`src/sv/hmts_pkg.sv`:
```
`default_nettype none

package hmts_pkg;

   localparam int MAP_SIDE_DEFAULT = 256;
   localparam int STORE_AW         = 16;
   localparam int STORE_DEPTH      = 1 << STORE_AW;
   localparam int FRAC_W           = 16;
   localparam int MOD_STEPS        = 16;
   localparam int OUT_W            = 27;

   localparam logic OP_LOAD  = 1'b0;
   localparam logic OP_QUERY = 1'b1;

   localparam logic [1:0] REG_TILE_SIZE      = 2'd0;
   localparam logic [1:0] REG_VERTICAL_SCALE = 2'd1;
   localparam logic [1:0] REG_MIN_HEIGHT     = 2'd2;
   localparam logic [1:0] REG_MAX_HEIGHT     = 2'd3;

   localparam logic [15:0] TILE_SIZE_RESET      = 16'd8000;
   localparam logic [15:0] VERTICAL_SCALE_RESET = 16'd54400;
   localparam logic [15:0] MIN_HEIGHT_RESET     = 16'd0;
   localparam logic [15:0] MAX_HEIGHT_RESET     = 16'd65535;

   typedef struct packed {
      logic               opcode;
      logic [15:0]        load_index;
      logic [15:0]        load_height;
      logic signed [31:0] world_x;
      logic signed [31:0] world_z;
   } hmts_req_type;

   typedef struct packed {
      logic [OUT_W-1:0] height;
      logic             out_of_range;
   } hmts_rsp_type;

   typedef struct packed {
      logic        opcode;
      logic [15:0] load_index;
      logic [15:0] load_height;
   } hmts_tag_type;

   typedef struct packed {
      logic [15:0] h0;
      logic [15:0] h1;
      logic [15:0] h2;
      logic [15:0] h3;
   } hmts_corner_type;

   typedef struct packed {
      logic [15:0] vertical_scale;
      logic [15:0] min_height;
      logic [15:0] max_height;
   } hmts_window_type;

   // one restoring step: {quotient bit, next remainder}
   function automatic logic [16:0] hmts_div_step(input logic [15:0] rem,
                                                 input logic        din,
                                                 input logic [15:0] divisor);
      logic [16:0] cand;
      logic [16:0] diff;
      logic        ge;
      cand = {rem, din};
      diff = cand - {1'b0, divisor};
      ge   = (cand >= {1'b0, divisor});
      return {ge, (ge ? diff[15:0] : cand[15:0])};
   endfunction

   function automatic int hmts_loc_latency(input int map_side);
      return 3 + MOD_STEPS + $clog2(map_side) + FRAC_W;
   endfunction

endpackage

`default_nettype wire

```
`src/sv/hmts_locate.sv`:
```
`default_nettype none

module hmts_locate #(
   parameter int MAP_SIDE = hmts_pkg::MAP_SIDE_DEFAULT
) (
   input  logic                        clock,
   input  logic                        en,
   input  logic signed [31:0]          world,
   input  logic [15:0]                 tile,
   output logic [$clog2(MAP_SIDE)-1:0] grid,
   output logic [15:0]                 frac
);
   import hmts_pkg::*;

   localparam int CELL_W = $clog2(MAP_SIDE);
   localparam int QUO_W  = CELL_W + FRAC_W;
   localparam int SIDE_W = $clog2(MAP_SIDE + 1);
   localparam int PROD_W = 32 + SIDE_W;

   logic [33:0]       offset_in;
   logic              neg_in;
   logic [15:0]       mag_in;

   logic [15:0]       mod_rem_ff  [MOD_STEPS+1];
   logic [15:0]       mod_bits_ff [MOD_STEPS+1];
   logic              mod_neg_ff  [MOD_STEPS+1];
   logic [15:0]       mod_lo_ff   [MOD_STEPS+1];

   logic [15:0]       fixed_in;
   logic [31:0]       pos_ff;
   logic [PROD_W-1:0] prod_in;

   logic [15:0]       div_rem_ff  [QUO_W+1];
   logic [QUO_W-1:0]  div_bits_ff [QUO_W+1];

   // shift by half a tile, split into the upper 16 bits for the modulo and the low 16 bits
   assign offset_in = {{2{world[31]}}, world} - {3'b000, tile, 15'b0};
   assign neg_in    = offset_in[33];
   assign mag_in    = neg_in ? ~offset_in[31:16] : offset_in[31:16];

   always_ff @(posedge clock) begin
      if (en) begin
         mod_rem_ff[0]  <= '0;
         mod_bits_ff[0] <= mag_in;
         mod_neg_ff[0]  <= neg_in;
         mod_lo_ff[0]   <= offset_in[15:0];
      end
   end

   for (genvar i = 0; i < MOD_STEPS; i++) begin : g_mod
      logic [16:0] step_in;
      assign step_in = hmts_div_step(mod_rem_ff[i], mod_bits_ff[i][15], tile);
      always_ff @(posedge clock) begin
         if (en) begin
            mod_rem_ff[i+1]  <= step_in[15:0];
            mod_bits_ff[i+1] <= {mod_bits_ff[i][14:0], 1'b0};
            mod_neg_ff[i+1]  <= mod_neg_ff[i];
            mod_lo_ff[i+1]   <= mod_lo_ff[i];
         end
      end
   end

   // floor modulo for negative offsets
   assign fixed_in = mod_neg_ff[MOD_STEPS] ? (tile - 16'd1 - mod_rem_ff[MOD_STEPS])
                                           : mod_rem_ff[MOD_STEPS];

   always_ff @(posedge clock) begin
      if (en) begin
         pos_ff <= {fixed_in, mod_lo_ff[MOD_STEPS]};
      end
   end

   assign prod_in = PROD_W'(pos_ff) * PROD_W'(MAP_SIDE);

   always_ff @(posedge clock) begin
      if (en) begin
         div_rem_ff[0]  <= prod_in[QUO_W +: 16];
         div_bits_ff[0] <= prod_in[QUO_W-1:0];
      end
   end

   // quotient of scaled position by tile: cell in the upper bits, fraction below
   for (genvar i = 0; i < QUO_W; i++) begin : g_div
      logic [16:0] step_in;
      assign step_in = hmts_div_step(div_rem_ff[i], div_bits_ff[i][QUO_W-1], tile);
      always_ff @(posedge clock) begin
         if (en) begin
            div_rem_ff[i+1]  <= step_in[15:0];
            div_bits_ff[i+1] <= {div_bits_ff[i][QUO_W-2:0], step_in[16]};
         end
      end
   end

   assign grid = div_bits_ff[QUO_W][QUO_W-1:FRAC_W];
   assign frac = div_bits_ff[QUO_W][FRAC_W-1:0];

endmodule

`default_nettype wire

```
`config.mk`:
```
export PLATFORM = sky130hd
export DESIGN_NAME = hmts_locate
export DESIGN_NICKNAME = d
export VERILOG_FILES = /design/src/sv/hmts_pkg.sv /design/src/sv/hmts_locate.sv
export SDC_FILE = /design/constraint.sdc
export NUM_CORES = 2
export LEC_CHECK = 0
export ABC_AREA = 0
export BUFFER_PORTS_ARGS = -buffer_cell sky130_fd_sc_hd__buf_4
export CORE_MARGIN = 8
export CORE_UTILIZATION = 35
export DETAILED_ROUTE_END_ITERATION = 6
export GPL_TIMING_DRIVEN = 0
export PLACE_DENSITY_LB_ADDON = 0.2
export SETUP_SLACK_MARGIN = 0.1
export SLEW_MARGIN = 0
export SYNTH_ARGS = -nofsm -noshare
export SYNTH_HDL_FRONTEND = slang
export SYNTH_SLANG_ARGS = --single-unit
```
`constraint.sdc`:
```
create_clock -name clock -period 5.47 [get_ports clock]
set_clock_uncertainty 0.15 [all_clocks]
set_input_delay 1.094 -clock clock [delete_from_list [all_inputs] [get_ports clock]]
set_output_delay 1.094 -clock clock [all_outputs]
set_load 0.05 [all_outputs]
```
After elaboration in Yosys (flattened, before gate mapping):

Memories as Yosys holds them, arrays and structs flattened. A register that Yosys moved wholly into a read port is not among the register bits.
Cells that the tools add are included.

* flip-flop bits (word level): 32
* bits in writable memories: 1833
* input bits: 50
* output and inout bits: 24
* memories: 6

* add/sub/neg operators: 43
* order comparisons: 40
* mux-type cells: 44
* bitwise logic cells: 1

Memories
* div_bits_ff: words 25, bits a word 24, rd ports 25, clocked after Yosys merged registers in 0, write ports 25, RTL line hmts_locate.sv:34 `logic [QUO_W-1:0] div_bits_ff [QUO_W+1];`
* div_rem_ff: words 25, bits a word 16, rd ports 24, clocked after Yosys merged registers in 0, write ports 25, RTL line hmts_locate.sv:33 `logic [15:0] div_rem_ff [QUO_W+1];`
* mod_bits_ff: words 17, bits a word 16, rd ports 16, clocked after Yosys merged registers in 0, write ports 17, RTL line hmts_locate.sv:25 `logic [15:0] mod_bits_ff [MOD_STEPS+1];`
* mod_lo_ff: words 17, bits a word 16, rd ports 17, clocked after Yosys merged registers in 1, write ports 17, RTL line hmts_locate.sv:27 `logic [15:0] mod_lo_ff [MOD_STEPS+1];`
* mod_rem_ff: words 17, bits a word 16, rd ports 17, clocked after Yosys merged registers in 0, write ports 17, RTL line hmts_locate.sv:24 `logic [15:0] mod_rem_ff [MOD_STEPS+1];`
* mod_neg_ff: words 17, bits a word 1, rd ports 17, clocked after Yosys merged registers in 0, write ports 17, RTL line hmts_locate.sv:26 `logic mod_neg_ff [MOD_STEPS+1];`

Operators by type and width (number)
* 17-bit by 16-bit greater-or-equal comparator with 1-bit output: 40
* 16-bit two-way mux: 42
* 16-bit subtractor: 41
* 32-bit by 32-bit subtractor with 33-bit output: 1
* 16-bit inverter: 1
* 16-bit by 1-bit subtractor with 16-bit output, second input constant: 1
* 1-bit two-way mux: 2

Logic depth before layout (Yosys ltp):

* depth after elaboration: 3
* depth in mapped cells: 13
* mapped depth without buffers: 12

Least setup slack after synthesis:

No wires, ideal clock.

* path type: input-to-reg
* from: in tile[1]
* to: mem div_rem_ff[3][8] (netlist: div_rem_ff[0][56]), data pin
* data arrival time: 5301 ps
* required time: 5060 ps
* path slack: -241 ps
* stages on the path: 11
* buffers on the path: 1
* cells stage by stage: inv_1 > ha_1 > nor2b_4 > o31a_2 > o221a_4 > a2111o_1 > o311ai_4 > o21ai_4 > o41ai_4 > buf_6 > mux2_4

RTL lines
* start, declared: RTL line hmts_locate.sv:9 `input logic [15:0] tile,`
* end, declared: RTL line hmts_locate.sv:33

==> results.py <==
metrics = {
    "die": {
        "rows": 178,
        "die_area_mm2": 0.252,
        "die_w_um": 502,
        "io_pins": 74,
        "initial_core_util": 0.352,
        "die_h_um": 502,
        "core_mm2": 0.235,
    },
    "setup_path": {
        "endpoint_kind": "flip-flop",
        "worst_path_max_delay_cell": "a211oi_4",
        "slowest_delay_ns": 0.58,
        "start_kind": "primary input",
        "worstSetupStartpoint": "tile[1]",
        "path_class": "primary input to flip-flop",
        "cp_top_family": "compound AO/OA/AOI/OAI gates",
        "crit_chain": "buf_12 > clkinvlp_4 > buf_12 > buf_12 > ha_1 > nor2b_1 > nor2_1 > o221a_2 > o211ai_1 > a2111oi_1 > o21ai_0 > a211oi_4 > buf_2 > mux2_2",
        "r2r_start": "mod_rem_ff[0][240]",
        "timing.critical_path.mode_cell": "buf_12",
        "crit_fanout": 27,
        "crit_buf_inv": 5,
        "r2r_setup_slack_ns": 1.47,
        "arrival_ns": 5.36,
        "required_ns": 5.88,
    },
    "hold_path": {
        "min_path_type": "flip-flop to flip-flop",
        "worstHoldStart": "div_bits_ff[1][41]",
    },
    "synth": {
        "yosysWarningCount": 0,
        "avgSynthCellArea_um2": 13.0,
        "synth_edf_count": 1533,
        "netlist_instances": 6326,
        "synthesis.nets": 7072,
        "async_reset_ff_frac": 0,
        "synth_flop_cell": "edfxtp_1",
        "syn_area_mm2": 0.0825,
        "synthTopCellsByArea": "edfxtp_1 56%, ha_1 9.9%, mux2_2 6.5%, xnor2_1 3.1%, a21oi_1 2.3%",
        "seq_area_frac_synth": 0.558,
        "synth_top_area_share": 0.558,
        "synth_common_cells": "1533 x edfxtp_1, 656 x ha_1, 473 x mux2_2, 435 x nor2_1, 378 x a21oi_1",
        "ys_ff_latch": 1533,
        "synth.distinct_cells": 94,
        "synth_largest_area_cell": "edfxtp_1",
        "synth_most_common_cell": "edfxtp_1",
    },
    "sta": {
        "setup_viol": 0,
        "clock.fmax_ghz": 0.202,
        "slew_viol_final": 0,
        "rsz0062_at_grt": "no",
        "min_period_over_period": 0.904,
        "worst_pin_slew_ns": 1.30,
        "period_minus_slack_ns": 4.94,
        "maxSlewHeadroom": 0.133,
        "tns_ns": 0,
        "hold_viol_final": 0,
    },
    "pwr": {
        "ir_drop_uv": 288,
        "cellPowerDensity_mw_per_mm2": 577,
        "p_leak_uw": 0.0346,
        "p_total_uw": 54000,
    },
    "routing": {
        "routed_via_density": 5.16,
        "wl_mm": 181,
        "ant_nets": 0,
        "wl_per_cell_um": 18.3,
        "via_count": 51118,
        "drt-initial-drc-count": 2947,
        "dr.pass1.iters": 5,
        "drcViolationCount": 0,
    },
    "cts": {
        "clk_pin_slew_ns": 0.06,
        "cts-root-buf": "clkbuf_16",
        "h-tree-depth": 4,
        "postCtsSetupRepairBufs": 0,
        "cts_tree": "done",
        "cts_made_buffers": 179,
        "cts_hold_buf": 0,
        "ctsLongestPathBuffers": 3,
        "clock_sinks": 1533,
        "insertion_delay_ns": 0.82,
    },
    "grt": {
        "grt_pass1_wl_mm": 284,
        "grt_overflow_total": 0,
        "grt_usage": 0.140,
        "antenna_found_initial": 1,
        "first_global_vias": 51255,
        "grt_max_degree": 182,
    },
    "job": {
        "drv_cap": 0,
    },
    "finish": {
        "diodes": 0,
        "area_growth_pct": 13.3,
        "final_cells": 9905,
        "final_core_util": 0.398,
        "drive_gt1_frac": 0.143,
        "fin_nets": 7352,
    },
    "place": {
        "dp_hpwl_mm": 120,
        "gp_congestion": 0.816,
        "dp_cells": 9575,
        "port-buffer-count": 73,
    },
    "outcome": {
        "status": "finished clean",
    },
}
==> final timing paths <==
| check | endpoint | cells past startpoint |
|---|---|---|
| worst min-delay path | div_bits_ff[1][66] | 0 |
| worst max register to register | mod_rem_ff[0][265] | 9 |
| worst max-delay path | mod_rem_ff[0][135] | 14 |
| worst min register to register | div_bits_ff[1][66] | 0 |
==> cell usage in the layout, fill, tap and decap left out, drive strengths merged, types with 27 or more instances in the layout <==
cell type     n
o21bai       45
a211o        27
o21a        128
a211oi       49
inv         220
a21o         91
nor4         36
xnor2       293
xor2        143
nor2        435
buf         142
nor3        124
nand2b       78
o21ai       355
nand2       268
edfxtp     1533
nor2b        93
o31ai        36
a21oi       380
a31oi        30
o211ai       28
fa           40
clkinv       79
mux2        490
ha          656
o41ai        34
clkbuf      247
mux2i        72
nand3       115
nand4        84
and3         40
o31a         78
or3          38
==> registers in the layout (all words and copies together), names as in the netlist <==
register     count
div_rem_ff     384
mod_bits_ff    136
mod_neg_ff      17
mod_lo_ff      272
pos_ff          32
div_bits_ff    436
mod_rem_ff     256
==> report_power, final <==
group          leakage [µW]  internal, µW  total, µW  switching [µW]
combinational        0.0168         11100      23300           12200
clock               0.00280          6780      11700            4920
sequential           0.0150         17400      19000            1570
==> kinds of logic after synthesis <==
family / share of synthesized area
flops: 0.558
buf+inv: 0.0140
mux: 0.0759
xor+xnor: 0.0463
simple gates: 0.0801
fa+ha+maj: 0.109
compound gates: 0.117
==> routing by layer <==
| layer | GRT usage | wire (µm) |
|---|---|---|
| met5 | 0 | 0 |
| met4 | 0.0436 | 5490 |
| met3 | 0.0228 | 6860 |
| met2 | 0.233 | 83600 |
| met1 | 0.188 | 85000 |
==> metrics by stage <==
| step | area [µm²] | setup slack (ns) | hold slack, ns |
|---|---|---|---|
| finish | 93500 | 0.527 | 0.249 |
| floorplan | 82500 | 0.147 | 0.250 |
| CTS | 93500 | 0.107 | 0.200 |
| detailed placement | 87700 | -1.48 | 0.255 |
| global placement | 87000 | -11.05 | 0.251 |
| global route | 93500 | 0.272 | 0.222 |
==> cell type report <==
| cell class | instances | area (µm²) |
|---|---|---|
| Sequential cell | 1533 | 46000 |
| Inverter | 212 | 835 |
| Timing Repair Buffer | 99 | 1270 |
| Multi-Input combinational cell | 4511 | 35300 |
| Clock buffer | 220 | 4680 |
| Buffer | 70 | 363 |
| Clock inverter | 110 | 1080 |
| Tap cell | 3150 | 3940 |
| Fill cell | 22004 | 141000 |
==> timing repair <==
item | 4_1_cts | 5_1_grt
cloned | 0 | 0
gates resized for setup | 3 | 2
setup endpoints to repair | 153 | 8
pin swaps | 0 | 0
==> worst reg2reg max path, stage by stage (launching register included) <==
cell	delay, ns
edfxtp_1	0.46
ha_1	0.33
nor2b_1	0.15
o31ai_1	0.36
a21oi_1	0.17
o41a_1	0.46
a221o_1	0.41
o31ai_4	0.48
clkbuf_1	0.40
o21ai_0	0.31
Power figures use the tool's default switching activity.
