## config.mk

```make
export PLATFORM = sky130hd
export DESIGN_NAME = hmts_interp
export DESIGN_NICKNAME = d
export VERILOG_FILES = /design/src/sv/hmts_pkg.sv /design/src/sv/hmts_interp.sv
export SDC_FILE = /design/constraint.sdc
export NUM_CORES = 2
export LEC_CHECK = 0
export BUFFER_PORTS_ARGS = -buffer_cell sky130_fd_sc_hd__buf_2
export CORE_MARGIN = 2
export CORE_UTILIZATION = 60
export CTS_BUF_LIST = sky130_fd_sc_hd__clkbuf_8
export DETAILED_ROUTE_END_ITERATION = 16
export PLACE_DENSITY = 0.77
export SYNTH_ARGS = -nofsm -noshare
export SYNTH_HDL_FRONTEND = slang
export SYNTH_SLANG_ARGS = --single-unit
```

## constraint.sdc

```tcl
create_clock -name clock -period 7.9 [get_ports clock]
set_clock_uncertainty 0.15 [all_clocks]
set_input_delay 1.185 -clock clock [delete_from_list [all_inputs] [get_ports clock]]
set_output_delay 1.185 -clock clock [all_outputs]
set_load 0.02 [all_outputs]
```

## src/sv/hmts_pkg.sv

```systemverilog
`default_nettype none

package hmts_pkg;

   localparam int MAP_SIDE_DEFAULT = 256;
   localparam int STORE_AW         = 16;
   localparam int STORE_DEPTH      = 1 << STORE_AW;
   localparam int FRAC_W           = 16;
   localparam int MOD_STEPS        = 16;
   localparam int OUT_W            = 27;

   localparam logic OP_LOAD  = 1'b0;
   localparam logic OP_QUERY = 1'b1;

   localparam logic [1:0] REG_TILE_SIZE      = 2'd0;
   localparam logic [1:0] REG_VERTICAL_SCALE = 2'd1;
   localparam logic [1:0] REG_MIN_HEIGHT     = 2'd2;
   localparam logic [1:0] REG_MAX_HEIGHT     = 2'd3;

   localparam logic [15:0] TILE_SIZE_RESET      = 16'd8000;
   localparam logic [15:0] VERTICAL_SCALE_RESET = 16'd54400;
   localparam logic [15:0] MIN_HEIGHT_RESET     = 16'd0;
   localparam logic [15:0] MAX_HEIGHT_RESET     = 16'd65535;

   typedef struct packed {
      logic               opcode;
      logic [15:0]        load_index;
      logic [15:0]        load_height;
      logic signed [31:0] world_x;
      logic signed [31:0] world_z;
   } hmts_req_type;

   typedef struct packed {
      logic [OUT_W-1:0] height;
      logic             out_of_range;
   } hmts_rsp_type;

   typedef struct packed {
      logic        opcode;
      logic [15:0] load_index;
      logic [15:0] load_height;
   } hmts_tag_type;

   typedef struct packed {
      logic [15:0] h0;
      logic [15:0] h1;
      logic [15:0] h2;
      logic [15:0] h3;
   } hmts_corner_type;

   typedef struct packed {
      logic [15:0] vertical_scale;
      logic [15:0] min_height;
      logic [15:0] max_height;
   } hmts_window_type;

   // one restoring step: {quotient bit, next remainder}
   function automatic logic [16:0] hmts_div_step(input logic [15:0] rem,
                                                 input logic        din,
                                                 input logic [15:0] divisor);
      logic [16:0] cand;
      logic [16:0] diff;
      logic        ge;
      cand = {rem, din};
      diff = cand - {1'b0, divisor};
      ge   = (cand >= {1'b0, divisor});
      return {ge, (ge ? diff[15:0] : cand[15:0])};
   endfunction

   function automatic int hmts_loc_latency(input int map_side);
      return 3 + MOD_STEPS + $clog2(map_side) + FRAC_W;
   endfunction

endpackage

`default_nettype wire

```

## src/sv/hmts_interp.sv

```systemverilog
`default_nettype none

module hmts_interp (
   input  logic                       clock,
   input  logic                       reset,
   input  logic                       en,
   input  logic                       in_valid,
   input  hmts_pkg::hmts_corner_type  in_corner,
   input  logic [15:0]                in_u,
   input  logic [15:0]                in_v,
   input  hmts_pkg::hmts_window_type  window,
   output logic                       out_valid,
   output hmts_pkg::hmts_rsp_type     out_rsp
);
   import hmts_pkg::*;

   logic                lower_in;
   logic signed [16:0]  du_in;
   logic signed [16:0]  dv_in;

   logic                i1_valid_ff;
   logic signed [16:0]  i1_du_ff;
   logic signed [16:0]  i1_dv_ff;
   logic [15:0]         i1_h0_ff;
   logic [15:0]         i1_u_ff;
   logic [15:0]         i1_v_ff;

   logic signed [33:0]  pu_in;
   logic signed [33:0]  pv_in;
   logic                i2_valid_ff;
   logic signed [33:0]  i2_pu_ff;
   logic signed [33:0]  i2_pv_ff;
   logic [15:0]         i2_h0_ff;

   logic signed [34:0]  sum_in;
   logic                i3_valid_ff;
   logic signed [34:0]  i3_sum_ff;

   logic signed [34:0]  lo_bound;
   logic signed [34:0]  hi_bound;
   logic                flag_in;
   logic [31:0]         clamp_in;
   logic                i4_valid_ff;
   logic                i4_flag_ff;
   logic [31:0]         i4_clamp_ff;

   logic [47:0]         scaled_in;
   hmts_rsp_type        rsp_in;
   logic                rsp_valid_ff;
   hmts_rsp_type        rsp_ff;

   // lower triangle when u > v
   assign lower_in = (in_u > in_v);
   assign du_in    = lower_in ? ($signed({1'b0, in_corner.h1}) - $signed({1'b0, in_corner.h0}))
                              : ($signed({1'b0, in_corner.h3}) - $signed({1'b0, in_corner.h2}));
   assign dv_in    = lower_in ? ($signed({1'b0, in_corner.h3}) - $signed({1'b0, in_corner.h1}))
                              : ($signed({1'b0, in_corner.h2}) - $signed({1'b0, in_corner.h0}));

   assign pu_in  = i1_du_ff * $signed({1'b0, i1_u_ff});
   assign pv_in  = i1_dv_ff * $signed({1'b0, i1_v_ff});

   assign sum_in = $signed({3'b000, i2_h0_ff, 16'h0000})
                 + $signed({i2_pu_ff[33], i2_pu_ff})
                 + $signed({i2_pv_ff[33], i2_pv_ff});

   assign lo_bound = $signed({3'b000, window.min_height, 16'h0000});
   assign hi_bound = $signed({3'b000, window.max_height, 16'h0000});
   assign flag_in  = (i3_sum_ff < lo_bound) || (i3_sum_ff > hi_bound);
   assign clamp_in = i3_sum_ff[34] ? '0 : i3_sum_ff[31:0];

   assign scaled_in           = 48'(i4_clamp_ff) * 48'(window.vertical_scale);
   assign rsp_in.height       = i4_flag_ff ? '0 : scaled_in[47:21];
   assign rsp_in.out_of_range = i4_flag_ff;

   always_ff @(posedge clock) begin
      if (reset) begin
         i1_valid_ff  <= 1'b0;
         i2_valid_ff  <= 1'b0;
         i3_valid_ff  <= 1'b0;
         i4_valid_ff  <= 1'b0;
         rsp_valid_ff <= 1'b0;
      end else if (en) begin
         i1_valid_ff  <= in_valid;
         i2_valid_ff  <= i1_valid_ff;
         i3_valid_ff  <= i2_valid_ff;
         i4_valid_ff  <= i3_valid_ff;
         rsp_valid_ff <= i4_valid_ff;
      end
   end

   always_ff @(posedge clock) begin
      if (en) begin
         i1_du_ff    <= du_in;
         i1_dv_ff    <= dv_in;
         i1_h0_ff    <= in_corner.h0;
         i1_u_ff     <= in_u;
         i1_v_ff     <= in_v;
         i2_pu_ff    <= pu_in;
         i2_pv_ff    <= pv_in;
         i2_h0_ff    <= i1_h0_ff;
         i3_sum_ff   <= sum_in;
         i4_flag_ff  <= flag_in;
         i4_clamp_ff <= clamp_in;
         rsp_ff      <= rsp_in;
      end
   end

   assign out_valid = rsp_valid_ff;
   assign out_rsp   = rsp_ff;

endmodule

`default_nettype wire

```

## Yosys cells after proc, flatten, opt, wreduce, memory -nomap -nowiden

Index checks and enable logic that the tools add are counted.

| word-level totals | value |
|---|---|
| register bits | 267 |
| bits in latches | 0 |
| bits in writable memories | 0 |
| ROM bits | 0 |
| input bits | 148 |
| word-level logic and storage cells | 33 |
| memories kept | 0 |

| cells by class | value |
|---|---|
| $add $sub $neg | 6 |
| $mul | 3 |
| divide/modulo/power cells | 0 |
| order comparisons | 3 |
| equal/unequal tests | 0 |
| shift-type cells | 0 |
| mux-type cells | 2 |
| bitwise gates (word level) | 0 |
| reductions and logical operators | 1 |

Operators by type and width:

| kind | count |
|---|---|
| multiplier 17 x 17 -> 34 bit | 2 |
| subtractor 16 x 16 -> 17 bit | 4 |
| multiplier 32 x 16 -> 48 bit | 1 |
| adder 33 x 34 -> 35 bit | 1 |
| adder 35 x 34 -> 35 bit | 1 |
| > comparator 35 x 33 -> 1 bit | 1 |
| less-than comparator 35 x 33 -> 1 bit | 1 |
| 2-to-1 mux 17 bit | 2 |
| > comparator 16 bit | 1 |
| logical OR 1 bit | 1 |

## Longest topological paths before layout

| logic depth | value |
|---|---|
| depth after elaboration | 2 |
| gate-level depth with buffers | 24 |

## Worst setup path after synthesis

Ideal clock, no wire load.

| timing path | value |
|---|---|
| path kind | input -> register |
| start | input port window[33] (netlist bit) |
| end | register rsp_ff (netlist bit out_rsp[27]) (data pin) |
| data arrival time | 6.935 ns |
| required time | 7.488 ns |
| setup slack | 0.553 ns |
| stages | 22 |
| path buffers | 2 |
| cells stage by stage | clkbuf_1 nand2_1 fa_1 fa_1 fa_1 inv_1 fa_1 fa_1 inv_1 fa_1 inv_1 ha_1 buf_2 nand4_1 or3_1 or3_1 o32ai_1 nor4b_2 o21bai_1 a21oi_1 o21ai_1 mux2_1 |

| between the ends | value |
|---|---|
| word-level cells in the longest chain between the ends | 1 |

Ends and longest elaborated chain:

| element | line | source |
|---|---|---|
| start: declaration | hmts_interp.sv:11 | `input hmts_pkg::hmts_window_type window,` |
| multiplier 32 x 16 -> 48 bit | hmts_interp.sv:71 | `assign scaled_in = 48'(i4_clamp_ff) * 48'(window.vertical_scale);` |
| end signal: assignment | hmts_interp.sv:104 | `rsp_ff <= rsp_in;` |
| end: declaration | hmts_interp.sv:50 | `hmts_rsp_type rsp_ff;` |

No other way between the ends.
A chain may end at the register's enable or synchronous reset.

## Worst setup path in the final report

| timing path | value |
|---|---|
| start | register i1_u_ff[3] |
| end | register i2_pu_ff[33] (data pin) |

| between the ends | value |
|---|---|
| word-level cells in the longest chain between the ends | 1 |

Ends and longest elaborated chain:

| element | line | source |
|---|---|---|
| start: declaration | hmts_interp.sv:25 | `logic [15:0] i1_u_ff;` |
| start signal: assignment | hmts_interp.sv:96 | `i1_u_ff <= in_u;` |
| multiplier 17 x 17 -> 34 bit | hmts_interp.sv:59 | `assign pu_in = i1_du_ff * $signed({1'b0, i1_u_ff});` |
| via pu_in[33] | hmts_interp.sv:28 | `logic signed [33:0] pu_in;` |
| end signal: assignment | hmts_interp.sv:98 | `i2_pu_ff <= pu_in;` |
| end: declaration | hmts_interp.sv:31 | `logic signed [33:0] i2_pu_ff;` |

The timed path passes the listed nets, and every way through them passes these cells.

==> flow_summary_export.csv <==
group,metric,value,unit
status,outcome,"finished clean",
global_routing,grtUsageTotal,29.6,%
synthesis,synthArstFlopShare,0,%
timing,setup_tns,0,ns
timing,final_hold_viol_count,0,
clock_network,cts_buffers,49,
global_routing,grt_pass1_wl,201000,um
hold_path,hold_path_class,"flip-flop to flip-flop",
global_routing,grt_max_degree,172,
timing,slew_viol_final,0,
floorplanning,floorplan.initialDensity,60.8,%
routing,drtAntennaViolNets,0,
layout,nNetsFinal,7017,
synthesis,synthCells,5319,
synthesis,syn_area_per_cell,9.59,um2
layout,areaGrowthSynthToFinish,6.13,%
floorplanning,die_x,296,um
floorplanning,num_rows,106,
global_routing,grt_pass1_vias,39200,
placed_design,place_inst,6503,
layout,multi_input_area,0.0377,mm2
timing,slew_headroom,21.8,%
synthesis,syn_nets,6916,
synthesis,ys_ff_latch,267,
layout,drive_above_1_share,5.85,%
synthesis,synth_area_leader_cell,"fa_1",
clock_network,root_buffer,"clkbuf_8",
floorplanning,die_height,296,um
clock_network,insertion_delay,0.65,ns
placed_design,io_buffers,176,
worst_setup_path,crit_required,8.16,ns
routing,drc,0,
clock_network,cts_setup_buffers,0,
timing,rsz0062_at_grt,"false",
worst_setup_path,worstSetupEndpointType,"flip-flop",
worst_setup_path,crit_type,"flip-flop to flip-flop",
timing,tightestPinTransition,1.17,ns
floorplanning,core-area,0.0840,mm2
global_routing,grt_antenna_before_repair,2,
clock_network,cts_htree_levels,2,
synthesis,synth_area,0.0510,mm2
timing,finalCritPeriodShare,94.3,%
synthesis,synthFlopType,"edfxtp_1",
routing,drt_iter0_drc,2636,
clock_network,cts_sinks,267,
worst_setup_path,cp.arrival,7.71,ns
worst_setup_path,critPathLaunchType,"flip-flop",
timing,setup_viol_count_final,0,
worst_setup_path,critPathMaxFanout,17,
routing,wl_per_cell,18.6,um
routing,wirelength,123000,um
timing,hold_ws,0.354,ns
clock_network,cts_tree,"done",
synthesis,ys_warn_count,0,
floorplanning,ios,177,
clock_network,path_clk_slew,0.07,ns
synthesis,netlist_top_cells_count,"inv_1, fa_1, nand2_1",
synthesis,synth_area_leaders,"fa_1, edfxtp_1, ha_1",
clock_network,clockBufferDepth,3,
clock_network,cts_hold_buffers,0,
layout,final-seq-area,0.00797,mm2
synthesis,synth-seq-area-share,15.6,%
routing,vias,36300,
flow_run,cap_violations,0,
synthesis,synth_most_common_cell,"inv_1",
timing,min_period,7.45,ns
timing,fmax,134,MHz
placed_design,dp_hpwl,101000,um
synthesis,synth.distinct_cells,73,
clock_network,cts_resized,0,
floorplanning,die-area,0.0874,mm2
placed_design,finalWeightedCongestion,0.958,
layout,fin_cells,6590,
synthesis,yosysTopAreaCellShare,39.1,%
global_routing,gr-total-overflow,0,
synthesis,synth-edff-count,262,
layout,fillCellCount,6772,
routing,vias_per_cell,5.51,
routing,dr.pass1.iters,6,
## layer usage
metal	GRT usage (%)	wire, um
met1	36.8	47000
met2	50.7	59600
met3	5.84	10200
met4	12.1	5770
met5	0	0
## final cells by class
cell class / count / share of cell area, %
tap: 1134 / 2.62
clock inverter: 36 / 0.698
clock buffer: 49 / 1.25
sequential: 267 / 14.7
antenna: 2 / 0.00924
timing repair buffer: 224 / 2.38
inverter: 1244 / 8.62
multi-input combinational: 3634 / 69.7
## worst max-delay path, cell delays in order, from the launching register on
cell and delay [ns]:
edfxtp_1 0.82, nand2_1 0.19, inv_1 0.12, fa_1 0.53, fa_1 0.92, inv_1 0.12
fa_1 0.48, fa_1 0.56, inv_1 0.05, fa_1 0.47, inv_1 0.05, fa_1 0.48
inv_1 0.04, ha_1 0.33, a21o_1 0.19, a21oi_1 0.20, o21bai_1 0.08, a21o_1 0.17
a221oi_1 0.26, o21ai_1 0.20, a221o_1 0.36, a21oi_1 0.19, xnor2_1 0.24
## path summary, 6_finish.rpt
kind | slack (ns) | cells after the start | start | endpoint
setup / recovery | 0.45 | 22 | i1_u_ff[3]$_DFFE_PP_ | i2_pu_ff[33]$_DFFE_PP_
hold / removal | 0.35 | 2 | i2_valid_ff$_SDFFE_PP0P_ | i3_valid_ff$_SDFFE_PP0P_
setup reg to reg | 0.45 | 22 | i1_u_ff[3]$_DFFE_PP_ | i2_pu_ff[33]$_DFFE_PP_
hold reg to reg | 0.35 | 2 | i2_valid_ff$_SDFFE_PP0P_ | i3_valid_ff$_SDFFE_PP0P_
## layout by cell type (no fill, tap or decap), types with 6 or more instances in the layout
master / synthesis / layout
ha_1: 453 / 453
a211oi_1: 17 / 17
nand3_1: 28 / 28
clkbuf_8: 0 / 49
and2_1: 417 / 417
a21o_1: 77 / 77
fa_1: 996 / 996
bufinv_16: 0 / 7
o21bai_1: 15 / 15
clkinv_1: 0 / 6
or2_2: 6 / 6
nor3_1: 36 / 36
a21boi_0: 6 / 6
mux2i_1: 15 / 15
a211o_1: 6 / 6
o21ai_0: 49 / 49
o2111ai_1: 6 / 6
edfxtp_1: 262 / 262
a21oi_1: 159 / 159
nor4_1: 10 / 10
buf_2: 1 / 175
and3_1: 16 / 16
nor2_1: 127 / 127
o21ai_1: 37 / 37
nor2b_1: 54 / 54
xnor2_1: 111 / 111
o21a_1: 29 / 29
or3_1: 16 / 16
xor2_1: 58 / 58
nand2b_1: 28 / 28
a31oi_1: 18 / 17
nand4_1: 22 / 22
o211ai_1: 12 / 12
and4_1: 6 / 6
nand2_1: 724 / 724
inv_1: 1244 / 1251
buf_4: 0 / 45
## stage by stage
step	worst slack, ns	cell area [um2]	utilization, %
2_1_floorplan	0.553	51000	-
3_3_place_gp	0.191	53100	63.2
3_5_place_dp	0.0759	53100	63.2
4_1_cts	0.512	54100	64.5
5_1_grt	0.167	54100	64.5
6_report	0.449	54100	64.5
## flip-flops by register name, indices dropped and copies added, names as in the netlist, 16 cells and up
signal       count
i3_sum_ff       35
i2_pu_ff        34
i2_pv_ff        34
i4_clamp_ff     32
out_rsp         28
i1_du_ff        17
i1_dv_ff        17
i1_h0_ff        16
i1_u_ff         16
i1_v_ff         16
i2_h0_ff        16
## kinds of logic after synthesis
kind of cell,share of synthesized area (%)
fa+ha+maj,50.2
simple gates,14.2
xor+xnor,2.90
compound gates,6.33
buf+inv,10.4
flops,15.6
mux,0.361
Power is left out: the tool's default activity adds up to more than one toggle a clock period on the data nets, which glitch-free logic cannot reach.
